$ cat src/hw/rtl/spfc_pkg.sv
// Shared types, constants and register codes of the scanout pixel format converter.
package spfc_pkg;

    // Screen extent and the coordinate widths that follow from it.
    localparam int MAX_WIDTH  = 2048;
    localparam int MAX_HEIGHT = 2048;
    localparam int COL_W      = $clog2(MAX_WIDTH);
    localparam int ROW_W      = $clog2(MAX_HEIGHT);

    // Field widths.
    localparam int PIX_W   = 32;
    localparam int ADDR_W  = 48;
    localparam int PITCH_W = 16;
    localparam int SIZE_W  = 2;
    localparam int CFG_W   = 48;
    localparam int IDX_W   = 2;

    // Packed beat widths, rounded up to whole bytes.
    localparam int IN_BITS  = PIX_W + COL_W + ROW_W;
    localparam int IN_W     = ((IN_BITS + 7) / 8) * 8;
    localparam int OUT_BITS = ADDR_W + PIX_W + SIZE_W;
    localparam int OUT_W    = ((OUT_BITS + 7) / 8) * 8;

    // Luma weights and dither thresholds.
    localparam logic [7:0] LUMA_R = 8'd77;
    localparam logic [7:0] LUMA_G = 8'd150;
    localparam logic [7:0] LUMA_B = 8'd29;
    localparam logic [7:0] THR_EVEN_EVEN = 8'd0;
    localparam logic [7:0] THR_EVEN_ODD  = 8'd128;
    localparam logic [7:0] THR_ODD_EVEN  = 8'd192;
    localparam logic [7:0] THR_ODD_ODD   = 8'd64;
    localparam logic [7:0] SAT_MAX       = 8'd255;

    localparam logic [PIX_W-1:0] OPAQUE_BLACK = 32'hFF00_0000;
    localparam logic [PIX_W-1:0] OPAQUE_WHITE = 32'hFFFF_FFFF;

    localparam logic [PITCH_W-1:0] PITCH_RESET = 16'd8192;

    // Output format codes.
    typedef enum logic [1:0] {
        FMT_DISPLAY32 = 2'd0,
        FMT_RGB565    = 2'd1,
        FMT_8BPP      = 2'd2,
        FMT_CAPTURE32 = 2'd3
    } fmt_t;

    // Color mode codes.
    typedef enum logic [1:0] {
        MODE_COLOR  = 2'd0,
        MODE_GRAY   = 2'd1,
        MODE_MONO   = 2'd2,
        MODE_UNUSED = 2'd3
    } mode_t;

    // Register indexes.
    typedef enum logic [IDX_W-1:0] {
        REG_OUT_FORMAT = 2'd0,
        REG_TONE_MODE  = 2'd1,
        REG_DEST_BASE  = 2'd2,
        REG_ROW_PITCH  = 2'd3
    } reg_idx_t;

    // Size codes.
    localparam logic [SIZE_W-1:0] SIZE_ONE  = 2'd0;
    localparam logic [SIZE_W-1:0] SIZE_TWO  = 2'd1;
    localparam logic [SIZE_W-1:0] SIZE_FOUR = 2'd2;

    // Configuration seen by the datapath.
    typedef struct packed {
        fmt_t                 out_format;
        mode_t                tone_mode;
        logic [ADDR_W-1:0]    dest_base;
        logic [PITCH_W-1:0]   row_pitch;
    } cfg_t;

endpackage

$ cat src/hw/rtl/spfc_convert.sv
// Pixel conversion: RGB565, luma, dithered mono, RGB332 and capture expansion.
module spfc_convert
    import spfc_pkg::*;
(
    input  cfg_t             cfg,
    input  logic [PIX_W-1:0] pixel_in,
    input  logic             col_lsb,
    input  logic             row_lsb,
    output logic [PIX_W-1:0] pixel_out,
    output logic [SIZE_W-1:0] size_code
);

    logic [7:0]  red;
    logic [7:0]  green;
    logic [7:0]  blue;
    logic [15:0] luma_sum;
    logic [7:0]  luma;
    logic [7:0]  mono_level;
    logic [7:0]  threshold;
    logic        mono_on;

    assign red   = pixel_in[23:16];
    assign green = pixel_in[15:8];
    assign blue  = pixel_in[7:0];

    // Weighted sum never exceeds 255 * 256, so 16 bits hold it.
    assign luma_sum = 16'(red) * 16'(LUMA_R) + 16'(green) * 16'(LUMA_G)
                    + 16'(blue) * 16'(LUMA_B);
    assign luma     = luma_sum[15:8];

    // Doubled luma saturates at full scale.
    assign mono_level = luma[7] ? SAT_MAX : {luma[6:0], 1'b0};

    // 2x2 Bayer threshold picked by the low coordinate bits.
    always_comb
    begin
        case ({row_lsb, col_lsb})
            2'b00:   threshold = THR_EVEN_EVEN;
            2'b01:   threshold = THR_EVEN_ODD;
            2'b10:   threshold = THR_ODD_EVEN;
            default: threshold = THR_ODD_ODD;
        endcase
    end

    assign mono_on = mono_level > threshold;

    // Format and mode selection.
    always_comb
    begin
        case (cfg.out_format)
            FMT_RGB565:
            begin
                size_code = SIZE_TWO;
                pixel_out = {16'd0, red[7:3], green[7:2], blue[7:3]};
            end
            FMT_8BPP:
            begin
                size_code = SIZE_ONE;
                case (cfg.tone_mode)
                    MODE_GRAY: pixel_out = {24'd0, luma};
                    MODE_MONO: pixel_out = {24'd0, mono_on ? SAT_MAX : 8'd0};
                    default:   pixel_out = {24'd0, red[7:5], green[7:5], blue[7:6]};
                endcase
            end
            FMT_CAPTURE32:
            begin
                size_code = SIZE_FOUR;
                case (cfg.tone_mode)
                    MODE_GRAY: pixel_out = OPAQUE_BLACK | {8'd0, luma, luma, luma};
                    MODE_MONO: pixel_out = mono_on ? OPAQUE_WHITE : OPAQUE_BLACK;
                    default:   pixel_out = pixel_in;
                endcase
            end
            default:
            begin
                size_code = SIZE_FOUR;
                pixel_out = pixel_in;
            end
        endcase
    end

endmodule

$ cat src/hw/rtl/spfc_addr.sv
// Destination address: base plus row times pitch plus column times pixel bytes.
module spfc_addr
    import spfc_pkg::*;
(
    input  cfg_t              cfg,
    input  logic [COL_W-1:0]  col,
    input  logic [ROW_W-1:0]  row,
    output logic [ADDR_W-1:0] dest_addr
);

    localparam int PROD_W = ROW_W + PITCH_W;
    localparam int XOFF_W = COL_W + 2;

    logic [PROD_W-1:0] row_offset;
    logic [XOFF_W-1:0] col_offset;

    assign row_offset = PROD_W'(row) * PROD_W'(cfg.row_pitch);

    // Column offset scales by the bytes per pixel of the format.
    always_comb
    begin
        case (cfg.out_format)
            FMT_RGB565: col_offset = {1'b0, col, 1'b0};
            FMT_8BPP:   col_offset = {2'b00, col};
            default:    col_offset = {col, 2'b00};
        endcase
    end

    // The sum wraps at the address width.
    assign dest_addr = cfg.dest_base + ADDR_W'(row_offset) + ADDR_W'(col_offset);

endmodule

$ cat src/hw/rtl/scanout_pixel_format_converter_top.sv
// Top level: configuration registers, input and result registers, conversion datapath.
// A beat accepted into the input register is converted and moves into the result register
// once that register is free; it is presented on the output from the result register.
// Throughput: one beat per cycle unless m_axis_tready stalls; conversion and the address
// sum sit between the input and result registers, with one 11x16 multiplier in that path.
// Reset (rst_n low, asynchronous) empties both stages and returns the registers to
// format 0, color mode 0, base 0 and pitch 8192.
module scanout_pixel_format_converter_top
    import spfc_pkg::*;
(
    input  logic              clk,
    input  logic              rst_n,
    // Configuration write port.
    input  logic              cfg_we,
    input  logic [IDX_W-1:0]  cfg_index,
    input  logic [CFG_W-1:0]  cfg_data,
    // Input stream.
    input  logic              s_axis_tvalid,
    output logic              s_axis_tready,
    // Fields from bit 0: pixel_in[31:0], col[42:32], row[53:43], zero fill.
    input  logic [IN_W-1:0]   s_axis_tdata,
    // Output stream.
    output logic              m_axis_tvalid,
    input  logic              m_axis_tready,
    // Fields from bit 0: dest_addr[47:0], pixel_out[79:48], size_code[81:80], zero fill.
    output logic [OUT_W-1:0]  m_axis_tdata
);

    cfg_t              cfg_reg;
    logic              in_valid_reg;
    logic [PIX_W-1:0]  pix_reg;
    logic [COL_W-1:0]  col_reg;
    logic [ROW_W-1:0]  row_reg;
    logic              out_valid_reg;
    logic [OUT_BITS-1:0] out_data_reg;

    logic              out_free;
    logic              advance;
    logic [PIX_W-1:0]  conv_pixel;
    logic [SIZE_W-1:0] conv_size;
    logic [ADDR_W-1:0] conv_addr;

    // Configuration registers; unknown indexes cannot occur in two bits.
    always_ff @(posedge clk or negedge rst_n)
    begin
        if (!rst_n)
        begin
            cfg_reg.out_format <= FMT_DISPLAY32;
            cfg_reg.tone_mode  <= MODE_COLOR;
            cfg_reg.dest_base  <= '0;
            cfg_reg.row_pitch  <= PITCH_RESET;
        end
        else if (cfg_we)
        begin
            case (cfg_index)
                REG_OUT_FORMAT: cfg_reg.out_format <= fmt_t'(cfg_data[1:0]);
                REG_TONE_MODE:  cfg_reg.tone_mode  <= mode_t'(cfg_data[1:0]);
                REG_DEST_BASE:  cfg_reg.dest_base  <= cfg_data[ADDR_W-1:0];
                REG_ROW_PITCH:  cfg_reg.row_pitch  <= cfg_data[PITCH_W-1:0];
                default:        cfg_reg.row_pitch  <= cfg_reg.row_pitch;
            endcase
        end
    end

    // Handshake: the input stage moves on whenever the result register can take it.
    assign out_free      = !out_valid_reg || m_axis_tready;
    assign advance       = in_valid_reg && out_free;
    assign s_axis_tready = !in_valid_reg || out_free;

    // Input stage valid.
    always_ff @(posedge clk or negedge rst_n)
    begin
        if (!rst_n)
        begin
            in_valid_reg <= 1'b0;
        end
        else if (s_axis_tready)
        begin
            in_valid_reg <= s_axis_tvalid;
        end
    end

    // Input stage payload.
    always_ff @(posedge clk)
    begin
        if (s_axis_tvalid && s_axis_tready)
        begin
            pix_reg <= s_axis_tdata[PIX_W-1:0];
            col_reg <= s_axis_tdata[PIX_W+COL_W-1:PIX_W];
            row_reg <= s_axis_tdata[PIX_W+COL_W+ROW_W-1:PIX_W+COL_W];
        end
    end

    // Conversion datapath.
    spfc_convert u_convert
    (
        .cfg       (cfg_reg),
        .pixel_in  (pix_reg),
        .col_lsb   (col_reg[0]),
        .row_lsb   (row_reg[0]),
        .pixel_out (conv_pixel),
        .size_code (conv_size)
    );

    spfc_addr u_addr
    (
        .cfg       (cfg_reg),
        .col       (col_reg),
        .row       (row_reg),
        .dest_addr (conv_addr)
    );

    // Result stage valid.
    always_ff @(posedge clk or negedge rst_n)
    begin
        if (!rst_n)
        begin
            out_valid_reg <= 1'b0;
        end
        else if (out_free)
        begin
            out_valid_reg <= in_valid_reg;
        end
    end

    // Result stage payload.
    always_ff @(posedge clk)
    begin
        if (advance)
        begin
            out_data_reg <= {conv_size, conv_pixel, conv_addr};
        end
    end

    assign m_axis_tvalid = out_valid_reg;
    assign m_axis_tdata  = OUT_W'(out_data_reg);

endmodule

$ cat config.mk
export PLATFORM = sky130hd
export DESIGN_NAME = scanout_pixel_format_converter_top
export DESIGN_NICKNAME = d
export VERILOG_FILES = /design/src/hw/rtl/spfc_pkg.sv /design/src/hw/rtl/spfc_convert.sv /design/src/hw/rtl/spfc_addr.sv /design/src/hw/rtl/scanout_pixel_format_converter_top.sv
export SDC_FILE = /design/constraint.sdc
export NUM_CORES = 1
export LEC_CHECK = 0
export BUFFER_PORTS_ARGS = -buffer_cell sky130_fd_sc_hd__buf_2
export CAP_MARGIN = 20
export CORE_MARGIN = 3
export CORE_UTILIZATION = 40
export DETAILED_ROUTE_END_ITERATION = 12
export GPL_TIMING_DRIVEN = 0
export SYNTH_ARGS = -nofsm -noshare
export SYNTH_HDL_FRONTEND = slang
export SYNTH_SLANG_ARGS = --single-unit
$ cat constraint.sdc
create_clock -name clk -period 17.4 [get_ports clk]
set_clock_uncertainty 0.15 [all_clocks]
set_input_delay 4.35 -clock clk [delete_from_list [all_inputs] [get_ports clk]]
set_output_delay 4.35 -clock clk [all_outputs]
set_load 0.02 [all_outputs]
Word level (Yosys, flattened, before mapping)
Index checks and enable logic that the tools add are counted.
{ "word_totals": {"regBits": 206, "inputBits": 111, "out_inout_bits": 90, "word_cells": 50} }
{ "op_classes": {"addsub": 4, "mul": 4, "order_cmp": 1, "eq_ne": 10, "n_mux": 9, "reduce_logical": 12} }
{ "op_table": {"columns": ["cell", "n"], "rows": [
  ["$pmux W32 S3", 1],
  ["$pmux W32 S2", 1],
  ["$add A48 B13 Y48", 1],
  ["$add A48 B27 Y48", 1],
  ["$mul A8 B7 Y15 const B", 2],
  ["$mul A11 B16 Y27", 1],
  ["$pmux W13 S2", 1],
  ["$mux W24", 1],
  ["$pmux W8 S3", 1],
  ["$add A15 B16 Y16", 1],
  ["$add A16 B13 Y16", 1],
  ["$mux W8", 2],
  ["$pmux W8 S2", 1],
  ["$mul A8 B5 Y13 const B", 1],
  ["$eq A2 B2 Y1 const B", 6],
  ["$eq A2 B1 Y1 const B", 4],
  ["$gt A8 B8 Y1", 1],
  ["$reduce_and A2 Y1", 4],
  ["$logic_not A2 Y1", 2],
  ["$pmux W2 S2", 1],
  ["$logic_and A1 B1 Y1", 2],
  ["$logic_not A1 Y1", 2],
  ["$logic_or A1 B1 Y1", 2]
]} }

Longest topological paths before layout
{ "depth": {"depth_word": 8, "ltp_mapped": 32, "ltp_nobuf": 31} }

By module
From an unflattened synthesis, not the netlist that was laid out.
{ "hier_totals": {"hier_cells": 1748, "hier_area_um2": 18781.8} }
{ "by_module_without_submodules": {"columns": ["mod", "n_inst", "cells_per_inst", "area_per_inst_um2", "seq_area_each_um2"], "rows": [
  ["spfc_addr", 1, 931, 7674.9, 0.0],
  ["scanout_pixel_format_converter_top", 1, 297, 6865.3, 5836.8],
  ["spfc_convert", 1, 520, 4241.6, 0.0]
]} }

Worst setup path after synthesis
OpenSTA, ideal clock, no wires.
{ "synth_path": {"path_type": "input-to-output", "start": "in m_axis_tready", "end": "out s_axis_tready", "t_arrival_ns": 4.628, "required_ns": 12.900, "setup_slack_ns": 8.272, "path_stages": 1, "n_path_buf": 0, "cell_sequence": "nand3b_1"} }
{ "synth_via": {"elab_chain_cells": 2} }
{ "synth_lines": {"columns": ["element", "line", "text"], "rows": [
  ["start, declared", "scanout_pixel_format_converter_top.sv:24", "input logic m_axis_tready,"],
  ["$logic_or A1 B1 Y1", "scanout_pixel_format_converter_top.sv:66", "assign out_free = !out_valid_reg || m_axis_tready;"],
  ["$logic_or A1 B1 Y1", "scanout_pixel_format_converter_top.sv:68", "assign s_axis_tready = !in_valid_reg || out_free;"],
  ["end, declared", "scanout_pixel_format_converter_top.sv:19", "output logic s_axis_tready,"]
]} }
Every way passes these cells.

Worst setup path in the final report
{ "layout_path": {"start": "reg pix_reg[10]", "end": "reg out_data_reg[60], data pin"} }
{ "layout_via": {"elab_chain_cells": 8} }
{ "layout_lines": {"columns": ["element", "line", "text"], "rows": [
  ["start, declared", "scanout_pixel_format_converter_top.sv:31", "logic [PIX_W-1:0] pix_reg;"],
  ["start signal, assigned", "scanout_pixel_format_converter_top.sv:88", "pix_reg <= s_axis_tdata[PIX_W-1:0];"],
  ["$mul A8 B7 Y15 *", "spfc_convert.sv:27", "assign luma_sum = 16'(red) * 16'(LUMA_R) + 16'(green) * 16'(LUMA_G)"],
  ["$add A15 B16 Y16 *", "spfc_convert.sv:27", null],
  ["$add A16 B13 Y16 *", "spfc_convert.sv:28", "+ 16'(blue) * 16'(LUMA_B);"],
  ["$mux W8", "spfc_convert.sv:32", "assign mono_level = luma[7] ? SAT_MAX : {luma[6:0], 1'b0};"],
  ["$gt A8 B8 Y1", "spfc_convert.sv:45", "assign mono_on = mono_level > threshold;"],
  ["$mux W24", "spfc_convert.sv:70", "MODE_MONO: pixel_out = mono_on ? OPAQUE_WHITE : OPAQUE_BLACK;"],
  ["$pmux W32 S2 *", "spfc_convert.sv:68", "case (cfg.tone_mode)"],
  ["$pmux W32 S3 *", "spfc_convert.sv:50", "case (cfg.out_format)"],
  ["named net conv_pixel[12]", "scanout_pixel_format_converter_top.sv:39", "logic [PIX_W-1:0] conv_pixel;"],
  ["end signal, assigned", "scanout_pixel_format_converter_top.sv:131", "out_data_reg <= {conv_size, conv_pixel, conv_addr};"],
  ["end, declared", "scanout_pixel_format_converter_top.sv:35", "logic [OUT_BITS-1:0] out_data_reg;"]
]} }
Mark *: on every way through the listed nets, which the timed path passes. The rest lies on a longest branch.
A chain may end at the register's enable or synchronous reset.

==> flow_metrics.tcl <==
set metrics [dict create \
    status "finished, final reports clean" \
    yosys-top-cells-area "fa_1 (24%), edfxtp_1 (22%), ha_1 (11%), dfrtp_1 (9.3%), inv_1 (6.3%)" \
    numCtsBuffers 26 \
    grt_first_pass_wirelength_microns 77300 \
    grt_pass1_vias 14212 \
    io_buffers 192 \
    syn_area_per_cell_sq_um 10.7 \
    hold_viol 0 \
    clock-sinks 206 \
    ys.flop_type "edfxtp_1" \
    max_freq_mhz 103 \
    wirelength_microns 47500 \
    rsz0062_at_grt "false" \
    synth.distinct_cells 69 \
    max_stage_delay_ns 0.54 \
    worstSetupStartpointType "flop" \
    place_hpwl_microns 37900 \
    vias 13042 \
    drt_iter0_drc 684 \
    clk_pin_slew_ns 0.06 \
    use_met1 0.245 \
    layout_commonest_cell "inv_1" \
    grt_max_degree 55 \
    crit_family "adder cells" \
    synth-seq-cells 206 \
    slowest_stage "edfxtp_1" \
    seq_area_frac_synth 0.316 \
    path_buf_inv 4 \
    crit_type "reg2reg" \
    core_area_sq_um 45500 \
    dp_cells 2525 \
    cp-end-kind "flop" \
    row_count 78 \
    syn2layout_area_growth_pct 14.6 \
    die_h_microns 221 \
    grtUsageMet2 0.363 \
    grt.busiest_layer "met2" \
    hold_buffers 0 \
    dr.pass1.iters 6 \
    vias_per_cell 5.07 \
    netlist_instances 1726 \
    largest_reg_flops 82 \
    max_slew_margin 0.317 \
    h-tree-depth 1 \
    period_share 0.560 \
    post-cts-setup-buffer-count 0 \
    hold_class "reg2reg" \
    worstPathRequired_ns 17.54 \
    drive_gt1_frac 0.165 \
    nets 2450 \
    layout_common_cells "inv_1 (310), fa_1 (220), buf_2 (191), ha_1 (166), nand2_1 (164)" \
    die_w_microns 221 \
    synth_edf_count 136 \
    cts_buffer_depth 3 \
    cts_resized 0 \
    synth_top_area_frac 0.238 \
    crit_fanout 7 \
    cts_root_buffer "clkbuf_16" \
    grt.total_usage 0.199 \
    tritoncts "built" \
    post_drt_wl_per_cell_microns 18.5 \
    ys_async_sr_fraction 0.340 \
    clock_latency_ns 0.56 \
    maxSlewViolCount 0 \
    die_area_sq_um 48900 \
    finalSetupViolCount 0 \
    grt_overflow 0 \
    yosysWarnings 0 \
    drv_cap 0 \
    tns_ns 0 \
    ioPinCount 201 \
    synthesis.area_sq_um 18500 \
    ant_nets 0 \
    grt.met3_usage 0.0269 \
    worstPathArrival_ns 9.89 \
    period_needed_ns 9.75 \
    synth.largest_area_cell "fa_1" \
    remaining_drc_errors 0 \
    initial_core_util 0.407 \
    globalplace.congestion 0.855 \
    antenna_found_initial 1 \
    stdcell_count 2574 \
    worst_slew_pin_slew_ns 1.02 \
]
==> metrics by stage <==
step	hold WS (ns)	worst slack [ns]	util	cell area, sq um
global route	0.374	7.21	0.466	21200
CTS	0.358	7.67	0.466	21200
finish	0.353	7.65	0.466	21200
detailed placement	0.338	7.72	0.446	20300
global placement	0.310	7.76	0.445	20200
floorplan	0.299	8.27	-	18500
==> synthesized netlist by cell type (37+ instances only) <==
master / n
a21oi_1: 57
and2_1: 62
clkbuf_1: 56
dfrtp_1: 69
edfxtp_1: 136
fa_1: 220
ha_1: 166
inv_1: 310
mux2_2: 66
nand2_1: 164
nor2_1: 74
o21ai_0: 37
==> routing by layer <==
metal / vias to the layer above / routed length, microns
met5: - / 0
met3: 71 / 2080
met4: 0 / 1540
met2: 313 / 24400
li1: 6142 / -
met1: 6516 / 19500
==> worst register-to-register path, delay by kind of cell (launching register included) <==
| kind | cells | cell delay, ns |
|---|---|---|
| adder cells (fa/ha/maj) | 10 | 4.08 |
| buffers and inverters | 4 | 0.18 |
| XOR/XNOR | 3 | 0.58 |
| flip-flops | 1 | 0.54 |
| AND/OR/NAND/NOR | 6 | 1.66 |
| AO/OA/AOI/OAI | 8 | 2.27 |
==> final timing paths <==
| kind | from | endpoint | slack, ns | cells after the start |
|---|---|---|---|---|
| worst max-delay path | pix_reg[10]$_DFFE_PP_ | out_data_reg[60]$_DFFE_PP_ | 7.65 | 31 |
| worst max register to register | pix_reg[10]$_DFFE_PP_ | out_data_reg[60]$_DFFE_PP_ | 7.65 | 31 |
| worst min-delay path | in_valid_reg$_DFFE_PN0N_ | m_axis_tvalid$_DFFE_PN0P_ | 0.35 | 1 |
| max in group asynchronous | rst_n | cfg_reg[13]$_DFFE_PN1P_ | 12.83 | 2 |
| worst min register to register | in_valid_reg$_DFFE_PN0N_ | m_axis_tvalid$_DFFE_PN0P_ | 0.35 | 1 |
| min in group asynchronous | rst_n | cfg_reg[36]$_DFFE_PN0P_ | 3.61 | 1 |
==> cells by family after synthesis <==
group | share of synthesized area
other | 0.000203
multiplexers | 0.0413
buffers and inverters | 0.0769
flip-flops | 0.316
AND/OR/NAND/NOR | 0.115
adder cells (fa/ha/maj) | 0.350
AO/OA/AOI/OAI | 0.0796
XOR/XNOR | 0.0208
==> layout make-up <==
cell class                 count  area (sq um)
fill                        4339         24300
multi-input combinational   1152         11300
sequential                   206          5840
inverter                     310          1160
timing repair buffer         194          1010
clock buffer                  39           823
tap                          600           751
buffer                        63           259
clock inverter                 9          93.8
antenna                        1          2.50
Power is not shown: default switching activity piles up to over one toggle a cycle in this logic, so the estimate is an artifact.
